**config.mk**
```make
export PLATFORM = sky130hd
export DESIGN_NAME = pixel_gap_repair_writer_unit
export DESIGN_NICKNAME = d
export VERILOG_FILES = /design/src/rtl/pgrw_pkg.sv /design/src/rtl/pixel_gap_repair_writer_unit.sv /design/src/rtl/pgrw_decide.sv
export SDC_FILE = /design/constraint.sdc
export NUM_CORES = 1
export LEC_CHECK = 0
export ABC_CLOCK_PERIOD_IN_PS = 7740
export BUFFER_PORTS_ARGS = -buffer_cell sky130_fd_sc_hd__buf_2
export CELL_PAD_IN_SITES_DETAIL_PLACEMENT = 1
export CELL_PAD_IN_SITES_GLOBAL_PLACEMENT = 2
export CORE_MARGIN = 4
export CORE_UTILIZATION = 24
export CTS_CLUSTER_DIAMETER = 100
export CTS_CLUSTER_SIZE = 10
export DETAILED_ROUTE_END_ITERATION = 7
export GPL_TIMING_DRIVEN = 0
export PLACE_DENSITY_LB_ADDON = 0.1
export SLEW_MARGIN = 5
export SYNTH_ARGS = -nofsm -noshare
export SYNTH_HDL_FRONTEND = slang
export SYNTH_SLANG_ARGS = --single-unit
```
**constraint.sdc**
```tcl
create_clock -name i_clk -period 7.74 [get_ports i_clk]
set_input_delay 0.387 -clock i_clk [delete_from_list [all_inputs] [get_ports i_clk]]
set_output_delay 0.387 -clock i_clk [all_outputs]
set_load 0.1 [all_outputs]
```
**src/rtl/pgrw_pkg.sv**
```systemverilog
// Package for the pixel gap repair writer: configuration, item and decision
// types, status, material, register, channel and counter codes. No dependencies.
package pgrw_pkg;

    localparam int COUNT_BITS    = 24;
    localparam int OUT_CNT_BITS  = 24;
    localparam int NUM_CNT       = 6;
    localparam int CH_BITS       = 48;
    localparam int IN_DATA_BITS  = 56;
    localparam int OUT_DATA_BITS = 200;
    localparam int ADDR_BITS     = 5;

    localparam logic [7:0] BYTE_ALL = 8'hFF;

    localparam int CH_RED     = 0;
    localparam int CH_GREEN   = 1;
    localparam int CH_BLUE    = 2;
    localparam int CH_WHITE   = 3;
    localparam int CH_SUPPORT = 4;
    localparam int CH_VARNISH = 5;

    localparam logic [1:0] MAT_RGB     = 2'd0;
    localparam logic [1:0] MAT_WHITE   = 2'd1;
    localparam logic [1:0] MAT_VARNISH = 2'd2;
    localparam logic [1:0] MAT_NONE    = 2'd3;

    localparam logic [2:0] ST_UNTOUCHED = 3'd0;
    localparam logic [2:0] ST_FILL      = 3'd1;
    localparam logic [2:0] ST_SUPPORT   = 3'd2;
    localparam logic [2:0] ST_BG        = 3'd3;
    localparam logic [2:0] ST_OUTSIDE   = 3'd4;
    localparam logic [2:0] ST_WIDE      = 3'd5;
    localparam logic [2:0] ST_NO_MAT    = 3'd6;
    localparam logic [2:0] ST_CFG_ERR   = 3'd7;

    localparam logic [2:0] REG_FILL_MATERIAL   = 3'd0;
    localparam logic [2:0] REG_FILL_RED        = 3'd1;
    localparam logic [2:0] REG_FILL_GREEN      = 3'd2;
    localparam logic [2:0] REG_FILL_BLUE       = 3'd3;
    localparam logic [2:0] REG_FILL_LEVEL      = 3'd4;
    localparam logic [2:0] REG_SUPPORT_LEVEL   = 3'd5;
    localparam logic [2:0] REG_FILL_PLANNED    = 3'd6;
    localparam logic [2:0] REG_SUPPORT_PLANNED = 3'd7;

    localparam int CNT_REPAIRED = 0;
    localparam int CNT_FILL     = 1;
    localparam int CNT_SUPPORT  = 2;
    localparam int CNT_BG       = 3;
    localparam int CNT_OUTSIDE  = 4;
    localparam int CNT_WIDE     = 5;

    typedef struct packed {
        logic [1:0] fill_material;
        logic [7:0] fill_red;
        logic [7:0] fill_green;
        logic [7:0] fill_blue;
        logic [7:0] fill_level;
        logic [7:0] support_level;
        logic       fill_planned;
        logic       support_planned;
    } t_cfg;

    typedef struct packed {
        logic               frame_start;
        logic [CH_BITS-1:0] pixel_channels;
        logic               layer_empty;
        logic               want_model_fill;
        logic               want_support;
        logic               external_background;
        logic               in_expected_domain;
        logic               rejected_too_wide;
        logic               internal_void_repair;
    } t_item;

    typedef struct packed {
        logic [CH_BITS-1:0] new_channels;
        logic [2:0]         status;
        logic               set_model_fill;
        logic               set_support_fill;
        logic               set_internal_void;
        logic               clear_empty;
        logic [NUM_CNT-1:0] bump;
    } t_decision;

endpackage

```
**src/rtl/pixel_gap_repair_writer_unit.sv**
```systemverilog
// Pixel gap repair writer: input item register, repair decision, running counters,
// result register and APB-style configuration port. Uses pgrw_pkg and pgrw_decide.
// Path: an accepted pixel passes the input item register, then the result register.
// Throughput: one pixel per cycle; both stages advance whenever the result
//   register is empty or being taken.
// Reset (synchronous, active low): clears valid bits and counters, fill material none.
module pixel_gap_repair_writer_unit import pgrw_pkg::*; (
    input  logic                     i_clk,
    input  logic                     i_rst_n,
    // tdata: pixel_channels[47:0], layer_empty, want_model_fill, want_support,
    //        external_background, in_expected_domain, rejected_too_wide,
    //        internal_void_repair, 1 pad bit
    input  logic                     s_axis_tvalid,
    output logic                     s_axis_tready,
    input  logic [IN_DATA_BITS-1:0]  s_axis_tdata,
    // tuser: frame_start
    input  logic                     s_axis_tuser,
    output logic                     m_axis_tvalid,
    input  logic                     m_axis_tready,
    // tdata: new_channels[47:0], status[2:0], set_model_fill, set_support_fill,
    //        set_internal_void, clear_empty, count_repaired, count_fill,
    //        count_support, count_blocked_background, count_blocked_outside,
    //        count_blocked_wide (24 bits each), 1 pad bit
    output logic [OUT_DATA_BITS-1:0] m_axis_tdata,
    input  logic                     psel,
    input  logic                     penable,
    input  logic                     pwrite,
    input  logic [ADDR_BITS-1:0]     paddr,
    input  logic [31:0]              pwdata,
    output logic [31:0]              prdata,
    output logic                     pready
);

    t_cfg                                r_cfg;
    logic                                r_in_valid;
    t_item                               r_in;
    logic                                r_out_valid;
    t_decision                           r_out;
    logic [NUM_CNT-1:0][OUT_CNT_BITS-1:0] r_out_cnt;
    logic [NUM_CNT-1:0][COUNT_BITS-1:0]  r_cnt;
    logic [NUM_CNT-1:0][COUNT_BITS-1:0]  n_cnt;
    logic [NUM_CNT-1:0][OUT_CNT_BITS-1:0] n_out_cnt;
    t_decision                           dec;
    t_item                               in_item;
    logic                                adv;
    logic                                cfg_wr;
    logic [2:0]                          reg_idx;

    localparam logic [COUNT_BITS-1:0] CNT_MAX = '1;
    localparam logic [32:0]           SHOW_MAX = 33'((64'd1 << OUT_CNT_BITS) - 64'd1);

    function automatic logic [OUT_CNT_BITS-1:0] show(input logic [COUNT_BITS-1:0] c);
        logic [32:0] ext;
        ext = 33'(c);
        return (ext > SHOW_MAX) ? OUT_CNT_BITS'(SHOW_MAX) : ext[OUT_CNT_BITS-1:0];
    endfunction

    // configuration port
    assign pready  = 1'b1;
    assign reg_idx = paddr[ADDR_BITS-1:2];
    assign cfg_wr  = psel && penable && pwrite;

    always_ff @(posedge i_clk) begin
        if (!i_rst_n) begin
            r_cfg.fill_material   <= MAT_NONE;
            r_cfg.fill_red        <= '0;
            r_cfg.fill_green      <= '0;
            r_cfg.fill_blue       <= '0;
            r_cfg.fill_level      <= '0;
            r_cfg.support_level   <= '0;
            r_cfg.fill_planned    <= 1'b0;
            r_cfg.support_planned <= 1'b0;
        end else if (cfg_wr) begin
            case (reg_idx)
                REG_FILL_MATERIAL:   r_cfg.fill_material   <= pwdata[1:0];
                REG_FILL_RED:        r_cfg.fill_red        <= pwdata[7:0];
                REG_FILL_GREEN:      r_cfg.fill_green      <= pwdata[7:0];
                REG_FILL_BLUE:       r_cfg.fill_blue       <= pwdata[7:0];
                REG_FILL_LEVEL:      r_cfg.fill_level      <= pwdata[7:0];
                REG_SUPPORT_LEVEL:   r_cfg.support_level   <= pwdata[7:0];
                REG_FILL_PLANNED:    r_cfg.fill_planned    <= pwdata[0];
                REG_SUPPORT_PLANNED: r_cfg.support_planned <= pwdata[0];
                default: ;
            endcase
        end
    end

    always_comb begin
        case (reg_idx)
            REG_FILL_MATERIAL:   prdata = 32'(r_cfg.fill_material);
            REG_FILL_RED:        prdata = 32'(r_cfg.fill_red);
            REG_FILL_GREEN:      prdata = 32'(r_cfg.fill_green);
            REG_FILL_BLUE:       prdata = 32'(r_cfg.fill_blue);
            REG_FILL_LEVEL:      prdata = 32'(r_cfg.fill_level);
            REG_SUPPORT_LEVEL:   prdata = 32'(r_cfg.support_level);
            REG_FILL_PLANNED:    prdata = 32'(r_cfg.fill_planned);
            REG_SUPPORT_PLANNED: prdata = 32'(r_cfg.support_planned);
            default:             prdata = '0;
        endcase
    end

    // input item unpacking
    always_comb begin
        in_item.frame_start          = s_axis_tuser;
        in_item.pixel_channels       = s_axis_tdata[CH_BITS-1:0];
        in_item.layer_empty          = s_axis_tdata[CH_BITS];
        in_item.want_model_fill      = s_axis_tdata[CH_BITS+1];
        in_item.want_support         = s_axis_tdata[CH_BITS+2];
        in_item.external_background  = s_axis_tdata[CH_BITS+3];
        in_item.in_expected_domain   = s_axis_tdata[CH_BITS+4];
        in_item.rejected_too_wide    = s_axis_tdata[CH_BITS+5];
        in_item.internal_void_repair = s_axis_tdata[CH_BITS+6];
    end

    assign adv           = !r_out_valid || m_axis_tready;
    assign s_axis_tready = !r_in_valid || adv;

    always_ff @(posedge i_clk) begin
        if (!i_rst_n) begin
            r_in_valid <= 1'b0;
        end else if (s_axis_tready) begin
            r_in_valid <= s_axis_tvalid;
        end
    end

    always_ff @(posedge i_clk) begin
        if (s_axis_tready && s_axis_tvalid) begin
            r_in <= in_item;
        end
    end

    pgrw_decide u_decide (
        .i_cfg  (r_cfg),
        .i_item (r_in),
        .o_dec  (dec)
    );

    // counters: clear at frame start, then saturating bump
    always_comb begin
        for (int i = 0; i < NUM_CNT; i++) begin
            n_cnt[i] = r_in.frame_start ? '0 : r_cnt[i];
            if (dec.bump[i] && n_cnt[i] != CNT_MAX) begin
                n_cnt[i] = n_cnt[i] + COUNT_BITS'(1);
            end
            n_out_cnt[i] = show(n_cnt[i]);
        end
    end

    always_ff @(posedge i_clk) begin
        if (!i_rst_n) begin
            r_cnt       <= '0;
            r_out_valid <= 1'b0;
        end else if (adv) begin
            r_out_valid <= r_in_valid;
            if (r_in_valid) begin
                r_cnt <= n_cnt;
            end
        end
    end

    always_ff @(posedge i_clk) begin
        if (adv && r_in_valid) begin
            r_out     <= dec;
            r_out_cnt <= n_out_cnt;
        end
    end

    assign m_axis_tvalid = r_out_valid;
    assign m_axis_tdata  = {1'b0,
                            r_out_cnt[CNT_WIDE], r_out_cnt[CNT_OUTSIDE], r_out_cnt[CNT_BG],
                            r_out_cnt[CNT_SUPPORT], r_out_cnt[CNT_FILL],
                            r_out_cnt[CNT_REPAIRED],
                            r_out.clear_empty, r_out.set_internal_void,
                            r_out.set_support_fill, r_out.set_model_fill,
                            r_out.status, r_out.new_channels};

    // a held input item always means the result side is stalled
    a_ready_low: assert property (@(posedge i_clk) disable iff (!i_rst_n)
        !s_axis_tready |-> (r_in_valid && r_out_valid && !m_axis_tready))
        else $error("input stalled without a full pipeline");

    a_cfg_err_holds: assert property (@(posedge i_clk) disable iff (!i_rst_n)
        (adv && r_in_valid && !r_in.frame_start && dec.status == ST_CFG_ERR)
        |=> $stable(r_cnt))
        else $error("counter moved on configuration error");

    a_repaired_only: assert property (@(posedge i_clk) disable iff (!i_rst_n)
        (adv && r_in_valid && !r_in.frame_start &&
         dec.status != ST_FILL && dec.status != ST_SUPPORT)
        |=> $stable(r_cnt[CNT_REPAIRED]))
        else $error("repaired counter moved without a repair");

    a_void_flag: assert property (@(posedge i_clk) disable iff (!i_rst_n)
        (r_out_valid && r_out.set_internal_void) |->
        (r_out.set_support_fill && r_out.status == ST_SUPPORT))
        else $error("internal void flag outside a support repair");

endmodule

```
**src/rtl/pgrw_decide.sv**
```systemverilog
// Per-pixel repair decision: blocking, material write, flags, counter bumps.
// Depends on pgrw_pkg.
module pgrw_decide import pgrw_pkg::*; (
    input  t_cfg      i_cfg,
    input  t_item     i_item,
    output t_decision o_dec
);

    logic               fill_dead;
    logic               sup_dead;
    logic [CH_BITS-1:0] px;

    always_comb begin
        fill_dead = i_cfg.fill_planned &&
            ((i_cfg.fill_material == MAT_RGB && i_cfg.fill_red == BYTE_ALL &&
              i_cfg.fill_green == BYTE_ALL && i_cfg.fill_blue == BYTE_ALL) ||
             ((i_cfg.fill_material == MAT_WHITE || i_cfg.fill_material == MAT_VARNISH) &&
              i_cfg.fill_level == BYTE_ALL) ||
             i_cfg.fill_material == MAT_NONE);
        sup_dead = i_cfg.support_planned && i_cfg.support_level == BYTE_ALL;

        px    = i_item.pixel_channels;
        o_dec = '0;

        if (fill_dead || sup_dead) begin
            o_dec.status = ST_CFG_ERR;
        end else if (!i_item.layer_empty ||
                     (!i_item.want_model_fill && !i_item.want_support)) begin
            o_dec.status = ST_UNTOUCHED;
        end else if (i_item.external_background) begin
            o_dec.status       = ST_BG;
            o_dec.bump[CNT_BG] = 1'b1;
        end else if (!i_item.in_expected_domain) begin
            o_dec.status            = ST_OUTSIDE;
            o_dec.bump[CNT_OUTSIDE] = 1'b1;
        end else if (i_item.rejected_too_wide) begin
            o_dec.status         = ST_WIDE;
            o_dec.bump[CNT_WIDE] = 1'b1;
        end else if (i_item.want_model_fill) begin
            if (i_cfg.fill_material == MAT_NONE) begin
                o_dec.status = ST_NO_MAT;
            end else begin
                case (i_cfg.fill_material)
                    MAT_RGB: begin
                        px[CH_RED*8 +: 8]   = i_cfg.fill_red;
                        px[CH_GREEN*8 +: 8] = i_cfg.fill_green;
                        px[CH_BLUE*8 +: 8]  = i_cfg.fill_blue;
                    end
                    MAT_WHITE: begin
                        px[CH_WHITE*8 +: 8] = i_cfg.fill_level;
                    end
                    default: begin
                        px[CH_VARNISH*8 +: 8] = i_cfg.fill_level;
                    end
                endcase
                o_dec.status             = ST_FILL;
                o_dec.set_model_fill     = 1'b1;
                o_dec.clear_empty        = 1'b1;
                o_dec.bump[CNT_FILL]     = 1'b1;
                o_dec.bump[CNT_REPAIRED] = 1'b1;
            end
        end else begin
            px[CH_SUPPORT*8 +: 8]    = i_cfg.support_level;
            o_dec.status             = ST_SUPPORT;
            o_dec.set_support_fill   = 1'b1;
            o_dec.set_internal_void  = i_item.internal_void_repair;
            o_dec.clear_empty        = 1'b1;
            o_dec.bump[CNT_SUPPORT]  = 1'b1;
            o_dec.bump[CNT_REPAIRED] = 1'b1;
        end

        o_dec.new_channels = px;
    end

endmodule
```
Word level (Yosys, flattened, before mapping)

Cells that the tools add are included.

Logic and storage cells: 159
Input bits: 101
Output and inout bits: 235
Register bits: 445

Bitwise gates (word level): 2
Add/subtract/negate cells: 6
Eq/ne operators: 21
Reduce and logical (&&, ||, !) cells: 44
Muxes and demuxes: 49

Operators by type and width:

| cell                  | number |
|---|---|
| $mux 24               | 13 |
| $pmux 32 s8           | 1 |
| $mux 48               | 5 |
| $add 24x1->24 const B | 6 |
| $ne 24x24->1 const B  | 6 |
| $mux 32               | 2 |
| $eq 8x8->1 const B    | 5 |
| $mux 8                | 5 |
| $mux 3                | 9 |
| $reduce_and 2->1      | 9 |
| $logic_and 1x1->1     | 17 |
| $eq 3x3->1 const B    | 4 |
| $mux 6                | 2 |
| $reduce_or 6->1       | 2 |
| $mux 1                | 9 |
| $logic_or 1x1->1      | 7 |
| $eq 3x2->1 const B    | 2 |
| $mux 2                | 3 |
| $logic_not 1->1       | 5 |
| $reduce_or 5->1       | 1 |
| $eq 2x2->1 const B    | 2 |
| $eq 3x1->1 const B    | 1 |
| $logic_not 3->1       | 1 |
| $eq 2x1->1 const B    | 1 |
| other kinds (3)       | 4 |

Longest topological paths before layout

Gate-level depths: netlist of the first run.

Depth in word-level cells: 11
Mapped depth: 15
Gate-level depth less buffers: 9

By module

Synthesis of the first run repeated with hierarchy kept, for this count alone.

Cells, all modules: 2264
Area total of the unflattened synthesis: 23045.9 µm²

By module, submodules not included:

| module                       | sequential area each (µm²) | area each (µm²) | cells an instance | instances |
|---|---|---|---|---|
| pixel_gap_repair_writer_unit | 11461.0                    | 21992.3         | 2152              | 1 |
| pgrw_decide                  | 0.0                        | 1053.5          | 112               | 1 |

Worst setup path after synthesis of the first run

No wires, ideal clock.

Path type: reg2reg
From: register r_out_valid, in the netlist m_axis_tvalid
To: register r_cnt[136] in the netlist's numbering
Path slack: 73 ps
Arrival time: 7262 ps
Period minus slack after synthesis: 7667 ps
Path buffers: 2
Stages on the path, launching flop included: 7
Data required time: 7335 ps
Setup time: 405 ps
Path through: dfxtp_1 > nand2b_1 > nand2_1 > inv_1 > clkbuf_1 > clkbuf_1 > o211ai_1

Longest elaborated chain between the ends: 3

Ends and longest elaborated chain:

| item                              | RTL line                            | text |
|---|---|---|
| start: declaration                | pixel_gap_repair_writer_unit.sv:37  | `logic r_out_valid;` |
| start signal: assignment          | pixel_gap_repair_writer_unit.sv:154 | `r_out_valid <= r_in_valid;` |
| $logic_not 1->1                   | pixel_gap_repair_writer_unit.sv:115 | `assign adv = !r_out_valid \|\| m_axis_tready;` |
| $logic_or 1x1->1                  | pixel_gap_repair_writer_unit.sv:115 |  |
| $reduce_and 2->1 (no source line) | n/a                                 |  |
| end signal: assignment            | pixel_gap_repair_writer_unit.sv:156 | `r_cnt <= n_cnt;` |
| end: declaration                  | pixel_gap_repair_writer_unit.sv:40  | `logic [NUM_CNT-1:0][COUNT_BITS-1:0] r_cnt;` |

Every way passes these cells.
A chain may end at the register's enable or synchronous reset.

==> results of run 1 <==
-- synth_stat cells (19+ instances only) --
master / instances
xnor2_1: 42
a31oi_1: 78
nor2b_1: 60
mux2i_1: 55
a21oi_1: 78
xor2_1: 26
nand3_1: 70
or4_1: 71
mux2_2: 53
and3_1: 33
nand4_1: 75
o211ai_1: 41
nor4_1: 28
edfxtp_1: 255
buf_4: 28
nor3_1: 35
and2_1: 25
and4_1: 19
dfxtp_1: 190
or3_1: 90
clkbuf_1: 118
nand2_1: 263
o21ai_0: 91
nor2_1: 133
-- power by group through the flow --
| stage | clock network [mW] | logic [mW] | registers, mW |
|---|---|---|---|
| after detailed placement | 0 | 0.755 | 2.65 |
| after CTS | 2.46 | 0.779 | 2.60 |
| after global routing | 2.55 | 0.799 | 2.60 |
| final | 2.37 | 0.774 | 2.59 |
| after global placement | 0 | 0.741 | 2.67 |
| after floorplan | 0 | 0.204 | 2.97 |
-- flip-flops by register name, indices dropped and copies added, names as in the netlist --
signal and count:
r_cfg 44, m_axis_tdata 199, r_cnt 144, r_in 56
m_axis_tvalid 1, r_in_valid 1
-- per-layer routing --
metal | vias to the layer above | track usage | routed length [µm]
met3 | 147 | 0.0434 | 6700
met4 | 0 | 0.0538 | 2500
met2 | 590 | 0.361 | 51100
met5 | - | 0 | 0
met1 | 10300 | 0.283 | 47600
li1 | 9156 | - | -
-- path summary, 6_finish.rpt --
| check | to | slack [ns] | depth (start not counted) | startpoint |
|---|---|---|---|---|
| min reg2reg | r_cnt[68]$_SDFFE_PN0P_ | 0.50 | 2 | r_cnt[68]$_SDFFE_PN0P_ |
| max reg2reg | m_axis_tdata[150]$_DFFE_PP_ | 0.66 | 14 | r_in[55]$_DFFE_PP_ |
| min | m_axis_tvalid$_SDFFE_PN0P_ | 0.09 | 4 | m_axis_tready |
| max | m_axis_tdata[150]$_DFFE_PP_ | 0.66 | 14 | r_in[55]$_DFFE_PP_ |
-- worst max-delay path: cells and delay by family (launching register included) --
| kind | cells | cell delay (ns) |
|---|---|---|
| AOI/OAI and AO/OA | 3 | 0.94 |
| adders and majority gates | 1 | 0.30 |
| buffers and inverters | 6 | 3.81 |
| DFF | 1 | 0.46 |
| and+or+nand+nor | 4 | 1.18 |
-- cells by family (layout without fill, tap and decap cells) --
| logic type | after synthesis | after routing | share of synthesized area |
|---|---|---|---|
| AOI/OAI and AO/OA | 414 | 414 | 0.124 |
| xor gates and xnor gates | 68 | 68 | 0.0269 |
| adders and majority gates | 9 | 9 | 0.00508 |
| buffers and inverters | 187 | 630 | 0.0377 |
| DFF | 445 | 445 | 0.517 |
| muxes | 111 | 111 | 0.0548 |
| other | 2 | 30 | 0.000339 |
| and+or+nand+nor | 967 | 967 | 0.235 |
-- cell type report --
type,count,area (µm²)
fill,10600,64200
sequential,445,11500
multi-input combinational,1595,9990
timing repair buffer,346,2150
tap,1186,1480
clock buffer,88,1440
buffer,167,768
clock inverter,9,105
inverter,20,75.1
antenna,4,10.0
-- per-stage QoR --
step,cell area (µm²),instances
floorplan,22300,2227
global placement,25200,3694
detailed placement,25400,3702
CTS,27500,3856
global route,27500,3856
finish,27500,3860
==> out/qor.csv, run 1 <==
stage,metric,value,unit
critical_path,"slowest stage delay, CP",1.09,ns
critical_path,Critical Path Fanout Max,10,
critical_path,"Slowest-stage cell, CP",clkbuf_1,
clock_network,Clock Latency Late Sink,0.64,ns
synth,Synth area leaders,"edfxtp_1 35%, dfxtp_1 17%, nand2_1 4.5%",
route,Via-to-Cell Ratio,5.24,
critical_path,WP data arrival,7.38,ns
clock_network,cts hold-fix bufs,57,
global_route,largest net degree at the start of global routing,55,
global_route,GRT Total Usage,0.214,
global_route,vias in the first global route,21000,
clock_network,Worst-path clk slew,0.06,ns
min_path,Hold Path Class,primary input to flip-flop,
layout,Finished Core Util,0.300,
floorplanning,number of I/O pins,336,
timing,max-slew violations,0,
pwr,Leak,9.30,nW
outcome,status,completed,
critical_path,nature of the critical path endpoint,flip-flop,
synth,cell type with the highest aggregate area in the netlist,edfxtp_1,
timing,RSZ-0062 raised after global routing,no,
clock_network,post-cts resize count,0,
timing,setup TNS,0,ns
pwr,Power Internal,3.97,mW
timing,final period utilization,0.915,
layout,layout cell share with drive strength beyond 1,0.181,
pwr,pwr dens,209,nW/µm²
layout,area grow syn2layout,24.0,%
route,via count,20200,
global_route,remaining global-route overflow,0,
placed_design,I/O Buffers,281,
placed_design,setup slack at placement,0.820,ns
global_route,initial antenna violation count,9,
pwr,total power,5.74,mW
pwr,Psw,1.77,mW
clock_network,CTS Buffer Depth,3,
synth,"FF+latch count, synth",445,
clock_network,CTS root buf,clkbuf_16,
clock_network,CTS tree,built,
critical_path,CP startpoint kind,flip-flop,
route,Antenna Nets Post-Route,0,
clock_network,CTS sink count,445,
pwr,Worst IR Drop VDD,159,µV
layout,"most common cell after layout, fill and taps aside",buf_2,
timing,hold_ws,0.0918,ns
pwr,switching share of power,0.309,
timing,final worst slack,0.660,ns
synth,mean post-synth cell area,10.1,µm²
critical_path,crit-path most repeated cell,clkbuf_1,
critical_path,WP data required,8.04,ns
floorplanning,Initial Util,0.242,
critical_path,worst path cell trace,buf_6 -> buf_2 -> buf_2 -> clkbuf_1 -> clkbuf_1 -> nor2b_1 -> ha_1 -> and3_1 -> and4_1 -> a2111oi_4 -> nand3_1 -> clkbuf_1 -> o21ai_0 -> a21oi_1,
synth,post-synthesis sequential area ratio,0.517,
route,Routed WL,108,mm
timing,Worst Tran Pin Value,1.39,ns
pwr,sequential share of power,0.452,
synth,Post-synth EDFFs,255,
clock_network,CTS Buf Count,52,
pwr,clock network power share,0.413,
floorplanning,Row Count,111,
pwr,Logic pwr share,0.135,
clock_network,H-tree levels,2,
clock_network,Post-CTS Setup Inserts,0,
timing,Hold Fails Final Rpt,0,
layout,Layout Nets,2737,
timing,Final min period,7.08,ns
placed_design,GP Congestion,0.845,
timing,Max Clock Freq,0.141,GHz
synth,Mapped Area,22200,µm²
timing,clk_skew,0.0290,ns
synth,Netlist cell types,78,
floorplanning,Die X,312,µm
synth,Synth Instances,2203,
floorplanning,Die H,312,µm
critical_path,Setup CP Type,flip-flop to flip-flop,
floorplanning,core area,91700,µm²
timing,setup violators final,0,
timing,slew margin rel.,0.0730,
synth,top-area cell type share of the netlist area,0.345,
global_route,first-pass GRT wire length,154,mm
synth,Ys Warns,0,
route,routed wire length per instance,28.0,µm
run,max_cap viols,0,
synth,Main synth FF type,edfxtp_1,
synth,asr flop ratio synth,0,
placed_design,DP HPWL,77.2,mm
layout,most frequent cells in the layout,"292 x buf_2, 263 x nand2_1, 255 x edfxtp_1",
route,drt drc,0,
route,Detailed Routing Iterations Pass 1,5,
floorplanning,Die ar.,97300,µm²
route,Iteration-0 DRC Markers,1336,
Note: power is estimated with default switching activity, not from simulation.
==> inputs of run 2 (changes only) <==
- CORE_UTILIZATION: 24 -> 33
==> out/qor.csv, run 2 (synthesized netlist as in run 1, its figures left out) <==
stage,metric,value,unit,change
floorplanning,Die ar.,71400,µm²,was 97300 µm²
route,routed wire length per instance,28.0,µm,about the same
timing,Worst Tran Pin Value,1.56,ns,was 1.39 ns
timing,setup violators final,0,,unchanged
route,Detailed Routing Iterations Pass 1,5,,unchanged
layout,Finished Core Util,0.407,,was 0.300
timing,slew margin rel.,-0.0368,,was 0.0730
clock_network,post-cts resize count,0,,unchanged
global_route,GRT Total Usage,0.270,,was 0.214
route,Routed WL,98.6,mm,was 108 mm
critical_path,Setup CP Type,flip-flop to flip-flop,,unchanged
layout,Layout Nets,2730,,was 2737
critical_path,WP data required,8.11,ns,was 8.04 ns
layout,area grow syn2layout,21.5,%,was 24.0%
clock_network,Clock Latency Late Sink,0.64,ns,about the same
pwr,Worst IR Drop VDD,148,µV,was 159 µV
layout,register area,11500,µm²,unchanged
timing,Hold Fails Final Rpt,0,,unchanged
clock_network,CTS root buf,clkbuf_16,,unchanged
route,Via-to-Cell Ratio,5.76,,was 5.24
layout,Layout Cells excl Fill,3527,,was 3860
placed_design,DP HPWL,69.9,mm,was 77.2 mm
placed_design,DP Cell Count,3376,,was 3702
layout,post-layout instance area,26900,µm²,was 27500 µm²
floorplanning,core area,66200,µm²,was 91700 µm²
min_path,HP Start,s_axis_tvalid,,was m_axis_tready
floorplanning,number of I/O pins,336,,unchanged
critical_path,Setup crit start,r_in[55]$_DFFE_PP_,,unchanged
critical_path,nature of the critical path endpoint,flip-flop,,unchanged
placed_design,Placed Area,24900,µm²,was 25400 µm²
layout,Largest register FFs,199,,unchanged
clock_network,CTS Buf Count,50,,was 52
route,via count,20300,,was 20200
critical_path,worst reg-to-reg path cell count,15,,was 14
global_route,vias in the first global route,20800,,was 21000
route,drt drc,0,,unchanged
timing,Final min period,6.41,ns,was 7.08 ns
clock_network,H-tree levels,2,,unchanged
run,max_cap viols,1,,was 0
clock_network,CTS sink count,445,,unchanged
layout,Fillers,7499,,was 10600
clock_network,CTS tree,built,,unchanged
global_route,initial antenna violation count,3,,was 9
layout,layout cell share with drive strength beyond 1,0.177,,was 0.181
outcome,failing checks,"max-capacitance violations, max-slew violations",,
timing,final worst slack,1.33,ns,was 0.660 ns
clock_network,Worst-path clk slew,0.06,ns,about the same
clock_network,CTS Buffer Depth,3,,unchanged
min_path,Hold Path Class,primary input to flip-flop,,unchanged
route,Iteration-0 DRC Markers,1656,,was 1336
global_route,largest net degree at the start of global routing,69,,was 55
pwr,Leak,9.22,nW,was 9.30 nW
global_route,remaining global-route overflow,0,,unchanged
critical_path,WP data arrival,6.78,ns,was 7.38 ns
floorplanning,Die H,267,µm,was 312 µm
layout,"most common cell after layout, fill and taps aside",buf_2,,unchanged
layout,most frequent cells in the layout,"291 x buf_2, 263 x nand2_1, 255 x edfxtp_1",,"was 292 x buf_2, 263 x nand2_1, 255 x edfxtp_1"
critical_path,CP startpoint kind,flip-flop,,unchanged
min_path,Min-Delay Path Depth,3,,was 4
critical_path,RR Startpoint,r_in[55]$_DFFE_PP_,,unchanged
placed_design,GP Congestion,0.902,,was 0.845
global_route,first-pass GRT wire length,143,mm,was 154 mm
timing,final period utilization,0.828,,was 0.915
critical_path,crit-path most repeated cell,clkbuf_1,,unchanged
critical_path,worst path cell trace,buf_6 -> buf_2 -> buf_2 -> clkbuf_1 -> clkbuf_1 -> nor2b_1 -> ha_1 -> and4_1 -> clkbuf_1 -> nand4_1 -> o311a_1 -> nand3_1 -> clkbuf_1 -> o21a_1 -> or2_2,,was buf_6 -> buf_2 -> buf_2 -> clkbuf_1 -> clkbuf_1 -> nor2b_1 -> ha_1 -> and3_1 -> and4_1 -> a2111oi_4 -> nand3_1 -> clkbuf_1 -> o21ai_0 -> a21oi_1
critical_path,"Slowest-stage cell, CP",clkbuf_1,,unchanged
timing,Max Clock Freq,0.156,GHz,was 0.141 GHz
critical_path,"slowest stage delay, CP",0.92,ns,was 1.09 ns
placed_design,I/O Buffers,281,,unchanged
floorplanning,Row Count,94,,was 111
layout,area of the multi-input gates,9990,µm²,about the same
timing,RSZ-0062 raised after global routing,no,,unchanged
route,Antenna Nets Post-Route,0,,unchanged
placed_design,setup slack at placement,1.40,ns,was 0.820 ns
timing,clk_skew,0.0431,ns,was 0.0290 ns
floorplanning,Initial Util,0.335,,was 0.242
pwr,pwr dens,209,nW/µm²,about the same
timing,max-slew violations,12,,was 0
floorplanning,Die X,267,µm,was 312 µm
critical_path,Critical Path Fanout Max,10,,unchanged
outcome,status,finished with violations,,was completed
## run 2: changes by cell type in the layout (fill, tap and decap cells not counted), sizes merged
cell,delta
buf,-4
clkbuf,+1
dlygate4sd3,-1
clkinv,-4
inv,-2
diode,-1
## run 2: final timing paths
check	to	slack (ns)
min reg2reg	r_cnt[10]$_SDFFE_PN0P_	0.50
max	m_axis_tdata[120]$_DFFE_PP_	1.33
max reg2reg	m_axis_tdata[120]$_DFFE_PP_	1.33
min	r_in_valid$_SDFFE_PN0N_	0.03
## run 2: metal layers
metal	wire, µm	global-route usage
met1	41900	0.352
met2	46000	0.444
met3	7030	0.0570
met4	3700	0.0971
met5	0	0
## run 2: critical path, delay by kind of cell (launching register included)
family | cells | cell delay, ns
compound gates | 2 | 0.52
fa+ha+maj | 1 | 0.33
buf+inv | 7 | 3.52
simple gates | 5 | 1.30
flops | 1 | 0.47
## run 2: metrics by stage
| stage | power (mW) | hold WS, ns | TNS [ns] |
|---|---|---|---|
| final | 5.64 | 0.0305 | 0 |
| after global routing | 5.81 | 0.0582 | 0 |
| after CTS | 5.69 | 0.00212 | 0 |
| after detailed placement | 3.38 | 0.491 | 0 |
| after global placement | 3.39 | 0.473 | -635.58 |
| after floorplan | 3.17 | 0.449 | 0 |
## run 2: final cells by class
| type | instances | area share |
|---|---|---|
| inverter | 20 | 0.00279 |
| clock inverter | 3 | 0.00297 |
| tap | 864 | 0.0401 |
| timing repair buffer | 341 | 0.0765 |
| antenna | 3 | 0.000279 |
| multi-input combinational | 1595 | 0.371 |
| sequential | 445 | 0.425 |
| clock buffer | 89 | 0.0526 |
| buffer | 167 | 0.0284 |
## run 2: repair_timing
action	in CTS	in global routing
setup buffers	0	0
hold endpoints to repair	56	0
hold buffers	56	0
## run 2: where the power goes
part	internal, mW	switching, mW
Clock	1.24	1.04
Combinational	0.121	0.642
Sequential	2.57	0.0260
